==> config.mk <==
export PLATFORM = sky130hd
export DESIGN_NAME = cmyka_alpha_over_compositor
export DESIGN_NICKNAME = d
export VERILOG_FILES = /design/src/hw/rtl/cao_pkg.sv /design/src/hw/rtl/cao_front.sv /design/src/hw/rtl/cao_queue.sv /design/src/hw/rtl/cao_back.sv /design/src/hw/rtl/cmyka_alpha_over_compositor.sv
export VERILOG_INCLUDE_DIRS = /design/src /design/src/hw/rtl
export SDC_FILE = /design/constraint.sdc
export NUM_CORES = 2
export LEC_CHECK = 0
export BUFFER_PORTS_ARGS = -buffer_cell sky130_fd_sc_hd__buf_2
export CAP_MARGIN = 40
export CORE_ASPECT_RATIO = 1.25
export CORE_MARGIN = 5
export CORE_UTILIZATION = 60
export DETAILED_ROUTE_END_ITERATION = 12
export PLACE_DENSITY = 0.73
export SYNTH_ARGS = -nofsm -noshare
export SYNTH_HDL_FRONTEND = slang
export SYNTH_SLANG_ARGS = --single-unit
==> constraint.sdc <==
create_clock -name clk -period 114.5 [get_ports clk]
set_input_delay 11.45 -clock clk [delete_from_list [all_inputs] [get_ports clk]]
set_output_delay 11.45 -clock clk [all_outputs]
set_load 0.03 [all_outputs]
==> src/hw/rtl/cmyka_alpha_over_compositor_assert.svh <==
// assertion macros shared by the compositor rtl
`ifndef CMYKA_ALPHA_OVER_COMPOSITOR_ASSERT_SVH
`define CMYKA_ALPHA_OVER_COMPOSITOR_ASSERT_SVH

// same-cycle implication, sampled on clk, off while rst_n is low
`define CAO_ASSERT_IMP(label, ante, cons, msg) \
    label: assert property (@(posedge clk) disable iff (!rst_n) (ante) |-> (cons)) \
        else $error(msg);

// condition that must never hold, sampled on clk, off while rst_n is low
`define CAO_ASSERT_NEVER(label, cond, msg) \
    label: assert property (@(posedge clk) disable iff (!rst_n) !(cond)) \
        else $error(msg);

`endif

==> src/hw/rtl/cao_pkg.sv <==
// types, constants and rounding helper of the cmyk plus alpha compositor
package cao_pkg;

    localparam int PIX_W = 8;
    localparam int NUM_INKS = 4;
    localparam logic [PIX_W-1:0] FULL = 8'd255;

    // composite mode codes
    localparam logic [1:0] MODE_OVER  = 2'd0;
    localparam logic [1:0] MODE_COPY  = 2'd1;
    localparam logic [1:0] MODE_CLEAR = 2'd2;

    // configuration register indexes
    localparam int CFG_IDX_W  = 1;
    localparam int CFG_DATA_W = 8;
    localparam logic [CFG_IDX_W-1:0] REG_MODE    = 1'b0;
    localparam logic [CFG_IDX_W-1:0] REG_OPACITY = 1'b1;

    // what the back end has to do with a transaction
    typedef enum logic [1:0] {
        CLS_DST,
        CLS_SRC,
        CLS_ZERO,
        CLS_BLEND
    } cls_t;

    typedef struct packed {
        logic [PIX_W-1:0] src_cyan;
        logic [PIX_W-1:0] src_magenta;
        logic [PIX_W-1:0] src_yellow;
        logic [PIX_W-1:0] src_black;
        logic [PIX_W-1:0] src_alpha;
        logic [PIX_W-1:0] dst_cyan;
        logic [PIX_W-1:0] dst_magenta;
        logic [PIX_W-1:0] dst_yellow;
        logic [PIX_W-1:0] dst_black;
        logic [PIX_W-1:0] dst_alpha;
    } in_item_t;

    typedef struct packed {
        logic [PIX_W-1:0] out_cyan;
        logic [PIX_W-1:0] out_magenta;
        logic [PIX_W-1:0] out_yellow;
        logic [PIX_W-1:0] out_black;
        logic [PIX_W-1:0] out_alpha;
    } out_item_t;

    typedef struct packed {
        logic [NUM_INKS-1:0][PIX_W-1:0] ink;   // cyan, magenta, yellow, black
        logic [PIX_W-1:0]               alpha;
    } pix_t;

    // queue entry between front and back
    typedef struct packed {
        cls_t             cls;
        pix_t             src;
        pix_t             dst;
        logic [PIX_W-1:0] a;      // source alpha after opacity
    } q_item_t;

    // one back end pipeline stage
    typedef struct packed {
        cls_t                              cls;
        pix_t                              src;
        pix_t                              dst;
        logic [PIX_W-1:0]                  a;
        logic [2*PIX_W-1:0]                prod;
        logic [PIX_W-1:0]                  n;
        logic [2*PIX_W-1:0]                num;
        logic                              ovf;
        logic [PIX_W-1:0]                  rem;
        logic [PIX_W-1:0]                  quo;
        logic                              copy;
        logic [NUM_INKS-1:0]               neg;
        logic [NUM_INKS-1:0][2*PIX_W-1:0]  iprod;
    } bk_stage_t;

    // round(p / 255) for p up to 255 * 255
    function automatic logic [PIX_W-1:0] div255_rnd(input logic [2*PIX_W-1:0] p);
        logic [2*PIX_W-1:0] x;
        logic [2*PIX_W:0]   s;
        x = p + 16'd127;
        s = {1'b0, x} + 17'd1 + {9'd0, x[15:8]};
        return s[15:8];
    endfunction

endpackage

==> src/hw/rtl/cao_front.sv <==
// front end: configuration registers, input register and classification
module cao_front (
    input  logic                            clk,
    input  logic                            rst_n,
    input  logic                            cfg_wr_en,
    input  logic [cao_pkg::CFG_IDX_W-1:0]   cfg_index,
    input  logic [cao_pkg::CFG_DATA_W-1:0]  cfg_wdata,
    input  logic                            in_valid,
    output logic                            in_stall,
    input  cao_pkg::in_item_t               in_data,
    output logic                            q_push,
    output cao_pkg::q_item_t                q_item,
    input  logic                            q_full
);

    logic [1:0]                  mode_reg;
    logic [cao_pkg::PIX_W-1:0]   opacity_reg;
    logic                        fr_v_reg;
    logic                        fr_v_next;
    cao_pkg::in_item_t           fr_item_reg;
    logic [2*cao_pkg::PIX_W-1:0] fr_prod_reg;
    logic                        in_accept;
    logic [cao_pkg::PIX_W-1:0]   scaled_a;

    // configuration writes
    always_ff @(posedge clk or negedge rst_n)
    begin
        if (!rst_n)
        begin
            mode_reg    <= cao_pkg::MODE_OVER;
            opacity_reg <= cao_pkg::FULL;
        end
        else if (cfg_wr_en)
        begin
            case (cfg_index)
                cao_pkg::REG_MODE:    mode_reg    <= cfg_wdata[1:0];
                cao_pkg::REG_OPACITY: opacity_reg <= cfg_wdata;
                default:              ;
            endcase
        end
    end

    // input handshake
    assign q_push    = fr_v_reg && !q_full;
    assign in_stall  = fr_v_reg && q_full;
    assign in_accept = in_valid && !in_stall;

    always_comb
    begin
        fr_v_next = fr_v_reg;
        if (in_accept)
            fr_v_next = 1'b1;
        else if (q_push)
            fr_v_next = 1'b0;
    end

    always_ff @(posedge clk or negedge rst_n)
    begin
        if (!rst_n)
            fr_v_reg <= 1'b0;
        else
            fr_v_reg <= fr_v_next;
    end

    // input register with source alpha times opacity
    always_ff @(posedge clk)
    begin
        if (in_accept)
        begin
            fr_item_reg <= in_data;
            fr_prod_reg <= {8'd0, in_data.src_alpha} * {8'd0, opacity_reg};
        end
    end

    assign scaled_a = cao_pkg::div255_rnd(fr_prod_reg);

    // classification of the registered transaction
    always_comb
    begin
        q_item.src.ink   = {fr_item_reg.src_cyan, fr_item_reg.src_magenta,
                            fr_item_reg.src_yellow, fr_item_reg.src_black};
        q_item.src.alpha = fr_item_reg.src_alpha;
        q_item.dst.ink   = {fr_item_reg.dst_cyan, fr_item_reg.dst_magenta,
                            fr_item_reg.dst_yellow, fr_item_reg.dst_black};
        q_item.dst.alpha = fr_item_reg.dst_alpha;
        q_item.a         = scaled_a;
        case (mode_reg)
            cao_pkg::MODE_COPY:  q_item.cls = cao_pkg::CLS_SRC;
            cao_pkg::MODE_CLEAR: q_item.cls = cao_pkg::CLS_ZERO;
            default:
            begin
                if (fr_item_reg.src_alpha == '0)
                    q_item.cls = cao_pkg::CLS_DST;
                else if (scaled_a == cao_pkg::FULL)
                    q_item.cls = cao_pkg::CLS_SRC;
                else
                    q_item.cls = cao_pkg::CLS_BLEND;
            end
        endcase
    end

endmodule

==> src/hw/rtl/cao_queue.sv <==
// short fifo between the front and back ends
module cao_queue #(
    parameter int DEPTH = 4
) (
    input  logic             clk,
    input  logic             rst_n,
    input  logic             push,
    input  cao_pkg::q_item_t push_item,
    output logic             full,
    input  logic             pop,
    output cao_pkg::q_item_t head_item,
    output logic             empty
);

    localparam int PTR_W = (DEPTH > 1) ? $clog2(DEPTH) : 1;
    localparam int CNT_W = $clog2(DEPTH + 1);
    localparam logic [PTR_W-1:0] LAST_PTR = PTR_W'(DEPTH - 1);
    localparam logic [CNT_W-1:0] DEPTH_CNT = CNT_W'(DEPTH);

    cao_pkg::q_item_t  mem_reg [DEPTH];
    logic [PTR_W-1:0]  wr_ptr_reg;
    logic [PTR_W-1:0]  rd_ptr_reg;
    logic [CNT_W-1:0]  cnt_reg;
    logic [PTR_W-1:0]  wr_ptr_next;
    logic [PTR_W-1:0]  rd_ptr_next;
    logic [CNT_W-1:0]  cnt_next;

    assign full      = (cnt_reg == DEPTH_CNT);
    assign empty     = (cnt_reg == '0);
    assign head_item = mem_reg[rd_ptr_reg];

    // pointer and count update
    always_comb
    begin
        wr_ptr_next = wr_ptr_reg;
        rd_ptr_next = rd_ptr_reg;
        cnt_next    = cnt_reg;
        if (push)
            wr_ptr_next = (wr_ptr_reg == LAST_PTR) ? '0 : wr_ptr_reg + 1'b1;
        if (pop)
            rd_ptr_next = (rd_ptr_reg == LAST_PTR) ? '0 : rd_ptr_reg + 1'b1;
        if (push && !pop)
            cnt_next = cnt_reg + 1'b1;
        else if (pop && !push)
            cnt_next = cnt_reg - 1'b1;
    end

    always_ff @(posedge clk or negedge rst_n)
    begin
        if (!rst_n)
        begin
            wr_ptr_reg <= '0;
            rd_ptr_reg <= '0;
            cnt_reg    <= '0;
        end
        else
        begin
            wr_ptr_reg <= wr_ptr_next;
            rd_ptr_reg <= rd_ptr_next;
            cnt_reg    <= cnt_next;
        end
    end

    // entry storage
    always_ff @(posedge clk)
    begin
        if (push)
            mem_reg[wr_ptr_reg] <= push_item;
    end

    `include "cmyka_alpha_over_compositor_assert.svh"

    `CAO_ASSERT_IMP(a_pop_not_empty, pop, cnt_reg != '0, "queue popped while empty")
    `CAO_ASSERT_IMP(a_push_not_full, push, cnt_reg != DEPTH_CNT, "queue pushed while full")
    `CAO_ASSERT_NEVER(a_cnt_range, cnt_reg > DEPTH_CNT, "queue count beyond depth")

endmodule

==> src/hw/rtl/cao_back.sv <==
// back end: new alpha, pipelined blend-factor divider, ink blend, output register
module cao_back (
    input  logic              clk,
    input  logic              rst_n,
    input  logic              q_empty,
    input  cao_pkg::q_item_t  q_item,
    output logic              q_pop,
    output logic              out_valid,
    input  logic              out_stall,
    output cao_pkg::out_item_t out_data
);

    // step 0 product, 1 new alpha, 2 numerator, 3 overflow check,
    // 4..11 one quotient bit each, 12 blend factor and ink products
    localparam int NSTG     = 13;
    localparam int DIV_TOP  = 11;   // stage that resolves quotient bit 0
    localparam int DIV_LOW  = 4;
    localparam int LAST     = NSTG - 1;

    cao_pkg::bk_stage_t  stg_reg  [NSTG];
    cao_pkg::bk_stage_t  stg_next [NSTG];
    logic [NSTG-1:0]     stg_v_reg;
    logic [NSTG-1:0]     stg_v_next;
    cao_pkg::out_item_t  out_reg;
    cao_pkg::out_item_t  out_next;
    logic                out_v_reg;
    logic                adv;

    // the whole pipeline moves unless a finished transaction is held
    assign adv       = !out_v_reg || !out_stall;
    assign q_pop     = adv && !q_empty;
    assign out_valid = out_v_reg;
    assign out_data  = out_reg;

    always_comb
    begin
        stg_v_next = {stg_v_reg[NSTG-2:0], q_pop};
    end

    // per-stage datapath
    always_comb
    begin
        logic [cao_pkg::PIX_W:0]   rem2;
        logic [cao_pkg::PIX_W-1:0] t;
        logic [cao_pkg::PIX_W-1:0] diff;

        // step 0: (255 - dst alpha) * a
        stg_next[0]      = stg_reg[0];
        stg_next[0].cls  = q_item.cls;
        stg_next[0].src  = q_item.src;
        stg_next[0].dst  = q_item.dst;
        stg_next[0].a    = q_item.a;
        stg_next[0].prod = {8'd0, cao_pkg::FULL - q_item.dst.alpha} * {8'd0, q_item.a};

        // step 1: new alpha
        stg_next[1]   = stg_reg[0];
        stg_next[1].n = stg_reg[0].dst.alpha + cao_pkg::div255_rnd(stg_reg[0].prod);

        // step 2: rounded numerator a * 255 + n / 2
        stg_next[2]     = stg_reg[1];
        stg_next[2].num = {stg_reg[1].a, 8'd0} - {8'd0, stg_reg[1].a}
                        + {9'd0, stg_reg[1].n[7:1]};

        // step 3: saturation test and divider start
        stg_next[3]     = stg_reg[2];
        stg_next[3].ovf = stg_reg[2].num >= {stg_reg[2].n, 8'd0};
        stg_next[3].rem = stg_reg[2].num[15:8];
        stg_next[3].quo = '0;

        // steps 4..11: restoring division, one quotient bit per stage
        for (int k = DIV_LOW; k <= DIV_TOP; k++)
        begin
            stg_next[k] = stg_reg[k-1];
            rem2 = {stg_reg[k-1].rem, stg_reg[k-1].num[DIV_TOP - k]};
            if (rem2 >= {1'b0, stg_reg[k-1].n})
            begin
                stg_next[k].rem = 8'(rem2 - {1'b0, stg_reg[k-1].n});
                stg_next[k].quo[DIV_TOP - k] = 1'b1;
            end
            else
            begin
                stg_next[k].rem = rem2[7:0];
            end
        end

        // step 12: blend factor and ink difference products
        stg_next[LAST] = stg_reg[DIV_TOP];
        if (stg_reg[DIV_TOP].n == '0)
            t = stg_reg[DIV_TOP].a;
        else if (stg_reg[DIV_TOP].ovf)
            t = cao_pkg::FULL;
        else
            t = stg_reg[DIV_TOP].quo;
        stg_next[LAST].copy = (stg_reg[DIV_TOP].cls == cao_pkg::CLS_SRC)
                           || (stg_reg[DIV_TOP].cls == cao_pkg::CLS_BLEND
                               && t == cao_pkg::FULL);
        for (int j = 0; j < cao_pkg::NUM_INKS; j++)
        begin
            stg_next[LAST].neg[j] = stg_reg[DIV_TOP].src.ink[j]
                                  < stg_reg[DIV_TOP].dst.ink[j];
            diff = stg_next[LAST].neg[j]
                 ? stg_reg[DIV_TOP].dst.ink[j] - stg_reg[DIV_TOP].src.ink[j]
                 : stg_reg[DIV_TOP].src.ink[j] - stg_reg[DIV_TOP].dst.ink[j];
            stg_next[LAST].iprod[j] = {8'd0, diff} * {8'd0, t};
        end
    end

    // output selection
    always_comb
    begin
        cao_pkg::pix_t res;
        res = stg_reg[LAST].dst;
        if (stg_reg[LAST].copy)
            res = stg_reg[LAST].src;
        else
        begin
            case (stg_reg[LAST].cls)
                cao_pkg::CLS_ZERO: res = '0;
                cao_pkg::CLS_BLEND:
                begin
                    for (int j = 0; j < cao_pkg::NUM_INKS; j++)
                    begin
                        if (stg_reg[LAST].neg[j])
                            res.ink[j] = stg_reg[LAST].dst.ink[j]
                                       - cao_pkg::div255_rnd(stg_reg[LAST].iprod[j]);
                        else
                            res.ink[j] = stg_reg[LAST].dst.ink[j]
                                       + cao_pkg::div255_rnd(stg_reg[LAST].iprod[j]);
                    end
                    res.alpha = stg_reg[LAST].n;
                end
                default: res = stg_reg[LAST].dst;
            endcase
        end
        out_next.out_cyan    = res.ink[3];
        out_next.out_magenta = res.ink[2];
        out_next.out_yellow  = res.ink[1];
        out_next.out_black   = res.ink[0];
        out_next.out_alpha   = res.alpha;
    end

    // stage valid bits
    always_ff @(posedge clk or negedge rst_n)
    begin
        if (!rst_n)
        begin
            stg_v_reg <= '0;
            out_v_reg <= 1'b0;
        end
        else if (adv)
        begin
            stg_v_reg <= stg_v_next;
            out_v_reg <= stg_v_reg[LAST];
        end
    end

    // stage payload
    always_ff @(posedge clk)
    begin
        if (adv)
        begin
            for (int k = 0; k < NSTG; k++)
                stg_reg[k] <= stg_next[k];
            out_reg <= out_next;
        end
    end

    `include "cmyka_alpha_over_compositor_assert.svh"

    `CAO_ASSERT_IMP(a_alpha_grows, stg_v_reg[1] && stg_reg[1].cls == cao_pkg::CLS_BLEND, stg_reg[1].n >= stg_reg[1].a, "new alpha below scaled source alpha")
    `CAO_ASSERT_IMP(a_quo_low, stg_v_reg[DIV_TOP] && stg_reg[DIV_TOP].n != '0 && !stg_reg[DIV_TOP].ovf, ({9'd0, stg_reg[DIV_TOP].quo} * {9'd0, stg_reg[DIV_TOP].n}) <= {1'b0, stg_reg[DIV_TOP].num}, "divider quotient too large")
    `CAO_ASSERT_IMP(a_quo_high, stg_v_reg[DIV_TOP] && stg_reg[DIV_TOP].n != '0 && !stg_reg[DIV_TOP].ovf, {1'b0, stg_reg[DIV_TOP].num} < ({9'd0, stg_reg[DIV_TOP].quo} * {9'd0, stg_reg[DIV_TOP].n} + {9'd0, stg_reg[DIV_TOP].n}), "divider quotient too small")

endmodule

==> src/hw/rtl/cmyka_alpha_over_compositor.sv <==
// Composites one CMYK plus alpha source pixel onto a destination pixel per transaction.
// Sustained rate is one pixel per clock while the output is not stalled. An accepted
// transaction passes through the input register, which is loaded with the opacity
// multiply, then through the queue and then through a 14-stage back end (13 pipeline
// stages and the output register) whose depth is set by the eight-stage restoring
// divider that forms the blend factor. The queue of QUEUE_DEPTH entries lets input
// acceptance continue while the output is stalled.
// Configuration writes are taken at any time but must only be issued while idle.
module cmyka_alpha_over_compositor #(
    parameter int QUEUE_DEPTH = 4
) (
    input  logic                            clk,
    input  logic                            rst_n,
    input  logic                            cfg_wr_en,
    input  logic [cao_pkg::CFG_IDX_W-1:0]   cfg_index,
    input  logic [cao_pkg::CFG_DATA_W-1:0]  cfg_wdata,
    input  logic                            in_valid,
    output logic                            in_stall,
    input  cao_pkg::in_item_t               in_data,
    output logic                            out_valid,
    input  logic                            out_stall,
    output cao_pkg::out_item_t              out_data
);

    logic             q_push;
    logic             q_full;
    logic             q_pop;
    logic             q_empty;
    cao_pkg::q_item_t q_push_item;
    cao_pkg::q_item_t q_head_item;

    // accept and classify
    cao_front u_front (
        .clk       (clk),
        .rst_n     (rst_n),
        .cfg_wr_en (cfg_wr_en),
        .cfg_index (cfg_index),
        .cfg_wdata (cfg_wdata),
        .in_valid  (in_valid),
        .in_stall  (in_stall),
        .in_data   (in_data),
        .q_push    (q_push),
        .q_item    (q_push_item),
        .q_full    (q_full)
    );

    // decoupling queue
    cao_queue #(
        .DEPTH (QUEUE_DEPTH)
    ) u_queue (
        .clk       (clk),
        .rst_n     (rst_n),
        .push      (q_push),
        .push_item (q_push_item),
        .full      (q_full),
        .pop       (q_pop),
        .head_item (q_head_item),
        .empty     (q_empty)
    );

    // blend pipeline
    cao_back u_back (
        .clk       (clk),
        .rst_n     (rst_n),
        .q_empty   (q_empty),
        .q_item    (q_head_item),
        .q_pop     (q_pop),
        .out_valid (out_valid),
        .out_stall (out_stall),
        .out_data  (out_data)
    );

endmodule
==> flow_metrics.env <==
export IMPL_setup_viol_count_final=0
export IMPL_hpwl_um=96100
export IMPL_slew_viol_final=0
export IMPL_synthFlopType="edfxtp_1"
export IMPL_synth_common_cells="edfxtp_1, inv_1, ha_1, nor2_1, fa_1"
export IMPL_synth_area_top_cells="edfxtp_1, ha_1, fa_1"
export IMPL_fin_crit_ns=15.51
export IMPL_worstMarginPinSlew_ns=1.02
export IMPL_rows=157
export IMPL_synth_seq_cells=2032
export IMPL_hold_violations=0
export IMPL_worst_path_max_fanout=204
export IMPL_max_slew_margin_pct=31.7
export IMPL_place_gp_congestion=0.863
export IMPL_drt_iter0_drc=2717
export IMPL_worstPathArrival_ns=16.00
export IMPL_antenna_found_initial=2
export IMPL_synth_area_sq_um=88400
export IMPL_async_flop_share_pct=1.57
export IMPL_synth_fp_nets=6337
export IMPL_avgSynthCellArea_sq_um=15.9
export IMPL_startpoint_type="input port"
export IMPL_cts_resized=0
export IMPL_vias=43400
export IMPL_synth_cell_types=91
export IMPL_start_util_pct=60.3
export IMPL_wl_um=146000
export IMPL_skew_ns=0.0537
export IMPL_grt_max_degree=205
export IMPL_dieArea_sq_um=155000
export IMPL_io_pins=136
export IMPL_maxCapViolations=0
export IMPL_worstPathRequired_ns=114.99
export IMPL_grt_ovfl_total=0
export IMPL_layout_drive_gt1_share_pct=11.6
export IMPL_cts_tree="built"
export IMPL_core_sq_um=147000
export IMPL_ys_seq_area_share_pct=68.9
export IMPL_holdBufCountCts=0
export IMPL_largest_register_ffs=1504
export IMPL_cts_sinks=2032
export IMPL_grt_first_pass_wirelength_um=237000
export IMPL_viasPerCell=5.46
export IMPL_yosysTopAreaCell="edfxtp_1"
export IMPL_yosysWarnings=0
export IMPL_clock_latency_ns=0.84
export IMPL_dr_pass1_iters=7
export IMPL_synthCells=5562
export IMPL_synth_top_area_share_pct=68.0
export IMPL_fillers=9984
export IMPL_rsz0062_at_grt="false"
export IMPL_multiInputGateArea_sq_um=24800
export IMPL_worstSetupPathType="input port to flop"
export IMPL_cts_buffers=183
export IMPL_final_nets=6649
export IMPL_fmax_mhz=64.5
export IMPL_post_cts_setup_buffers=0
export IMPL_period_share_pct=13.6
export IMPL_crit_start="out_stall"
export IMPL_h_tree_depth=4
export IMPL_fp_dieH_um=439
export IMPL_portBuffers=135
export IMPL_root_buffer="clkbuf_16"
export IMPL_path_clk_slew_ns=0.06
export IMPL_status="finished, final reports clean"
export IMPL_synth_most_common_cell="edfxtp_1"
export IMPL_grt_usage_pct=19.2
export IMPL_synth_enable_flop_cells=2000
export IMPL_drc=0
export IMPL_timing_rr_start="u_back.stg_reg[11][198]$_DFFE_PP_"
export IMPL_ant_nets=0
export IMPL_min_from="u_back.stg_reg[7][163]$_DFFE_PP_"
export IMPL_wire_per_inst_um=18.4
export IMPL_clockBufferDepth=3
export IMPL_tns_ns=0
export IMPL_grt_pass1_vias=45000
export IMPL_endpoint_kind="flop"
export IMPL_die_w_um=353
export IMPL_hold_path_class="flop to flop"
export IMPL_seq_area_sq_um=60900
export IMPL_area_delta_synth_final_pct=11.1
## cell usage in the layout, fill, tap and decap left out, types with 27 or more instances in the layout
cell | Yosys | routed
nor3_1 | 44 | 44
buf_4 | 1 | 54
xnor2_1 | 180 | 180
clkbuf_1 | 52 | 37
inv_1 | 647 | 647
xor2_1 | 86 | 86
nand2_1 | 216 | 215
mux2_2 | 76 | 76
and2_1 | 76 | 72
ha_1 | 443 | 443
clkinv_1 | 1 | 27
clkinv_2 | 0 | 34
fa_1 | 238 | 238
clkbuf_16 | 0 | 187
o21ai_0 | 139 | 139
nor2b_1 | 67 | 66
edfxtp_1 | 2000 | 2000
a21o_1 | 57 | 57
mux4_2 | 84 | 84
nand3_1 | 59 | 59
nand2b_1 | 86 | 86
nand4_1 | 27 | 27
buf_2 | 5 | 135
nor2_1 | 403 | 403
a21boi_0 | 29 | 29
mux2i_1 | 36 | 36
a21oi_1 | 131 | 130
## routing by layer
metal	share of wire (%)	vias up	global-route usage [%]
met5	0.0027	-	0
met4	3.0	2	6.48
met3	3.9	281	2.88
met2	51	833	33.7
met1	42	21500	24.9
li1	-	20800	-
## kinds of logic (layout without fill, tap and decap cells)
group                      Yosys count  in the layout  share of synthesized area, %
and+or+nand+nor                   1073           1073                          5.82
AOI/OAI and AO/OA                  580            580                          4.31
other                                0              1                             0
buffers and inverters              729           1197                          3.11
xor gates and xnor gates           268            268                          2.67
muxes                              198            198                          3.54
adders and majority gates          682            682                          11.7
DFF                               2032           2032                          68.9
## per-stage QoR
step | std cells | hold WS [ns] | setup slack, ns | util (%) | instance area [sq um]
after floorplan | 5562 | 0.400 | 55.83 | - | 88400
after global routing | 7938 | 0.399 | 98.56 | 67.0 | 98200
after CTS | 7938 | 0.386 | 98.89 | 67.0 | 98200
after detailed placement | 7597 | 0.405 | 98.04 | 62.8 | 92000
after global placement | 7573 | 0.400 | 97.73 | 62.5 | 91500
final | 7939 | 0.384 | 98.99 | 67.0 | 98200
## final timing paths
path | slack [ns] | end | depth (start not counted)
setup / recovery | 98.99 | u_back.stg_reg[12][103]$_DFFE_PP_ | 9
hold / removal | 0.38 | u_back.stg_reg[8][163]$_DFFE_PP_ | 0
setup reg to reg | 106.88 | u_back.stg_reg[12][47]$_DFFE_PP_ | 29
hold reg to reg | 0.38 | u_back.stg_reg[8][163]$_DFFE_PP_ | 0
max in group asynchronous | 103.29 | u_queue.rd_ptr_reg[1]$_DFFE_PN0P_ | 1
min in group asynchronous | 10.67 | u_back.stg_v_reg[12]$_DFFE_PN0P_ | 1
## worst max-delay path, cell delays in order
cell and delay, ns:
buf_2 0.12, nand2_4 0.50, buf_4 0.78, buf_12 0.75
buf_4 0.71, buf_4 0.37, buf_16 0.32, buf_4 0.48
buf_16 0.31
## cell type report
class	count	share of cell area, %
Sequential cell	2032	62.0
Multi-Input combinational cell	2801	25.2
Clock buffer	226	4.94
Inverter	650	2.49
Tap cell	1908	2.43
Timing Repair Buffer	206	1.55
Clock inverter	115	1.34
Antenna cell	1	0.00255
Power is left out: the tool's default activity adds up to more than one toggle a clock period on the data nets, which glitch-free logic cannot reach.
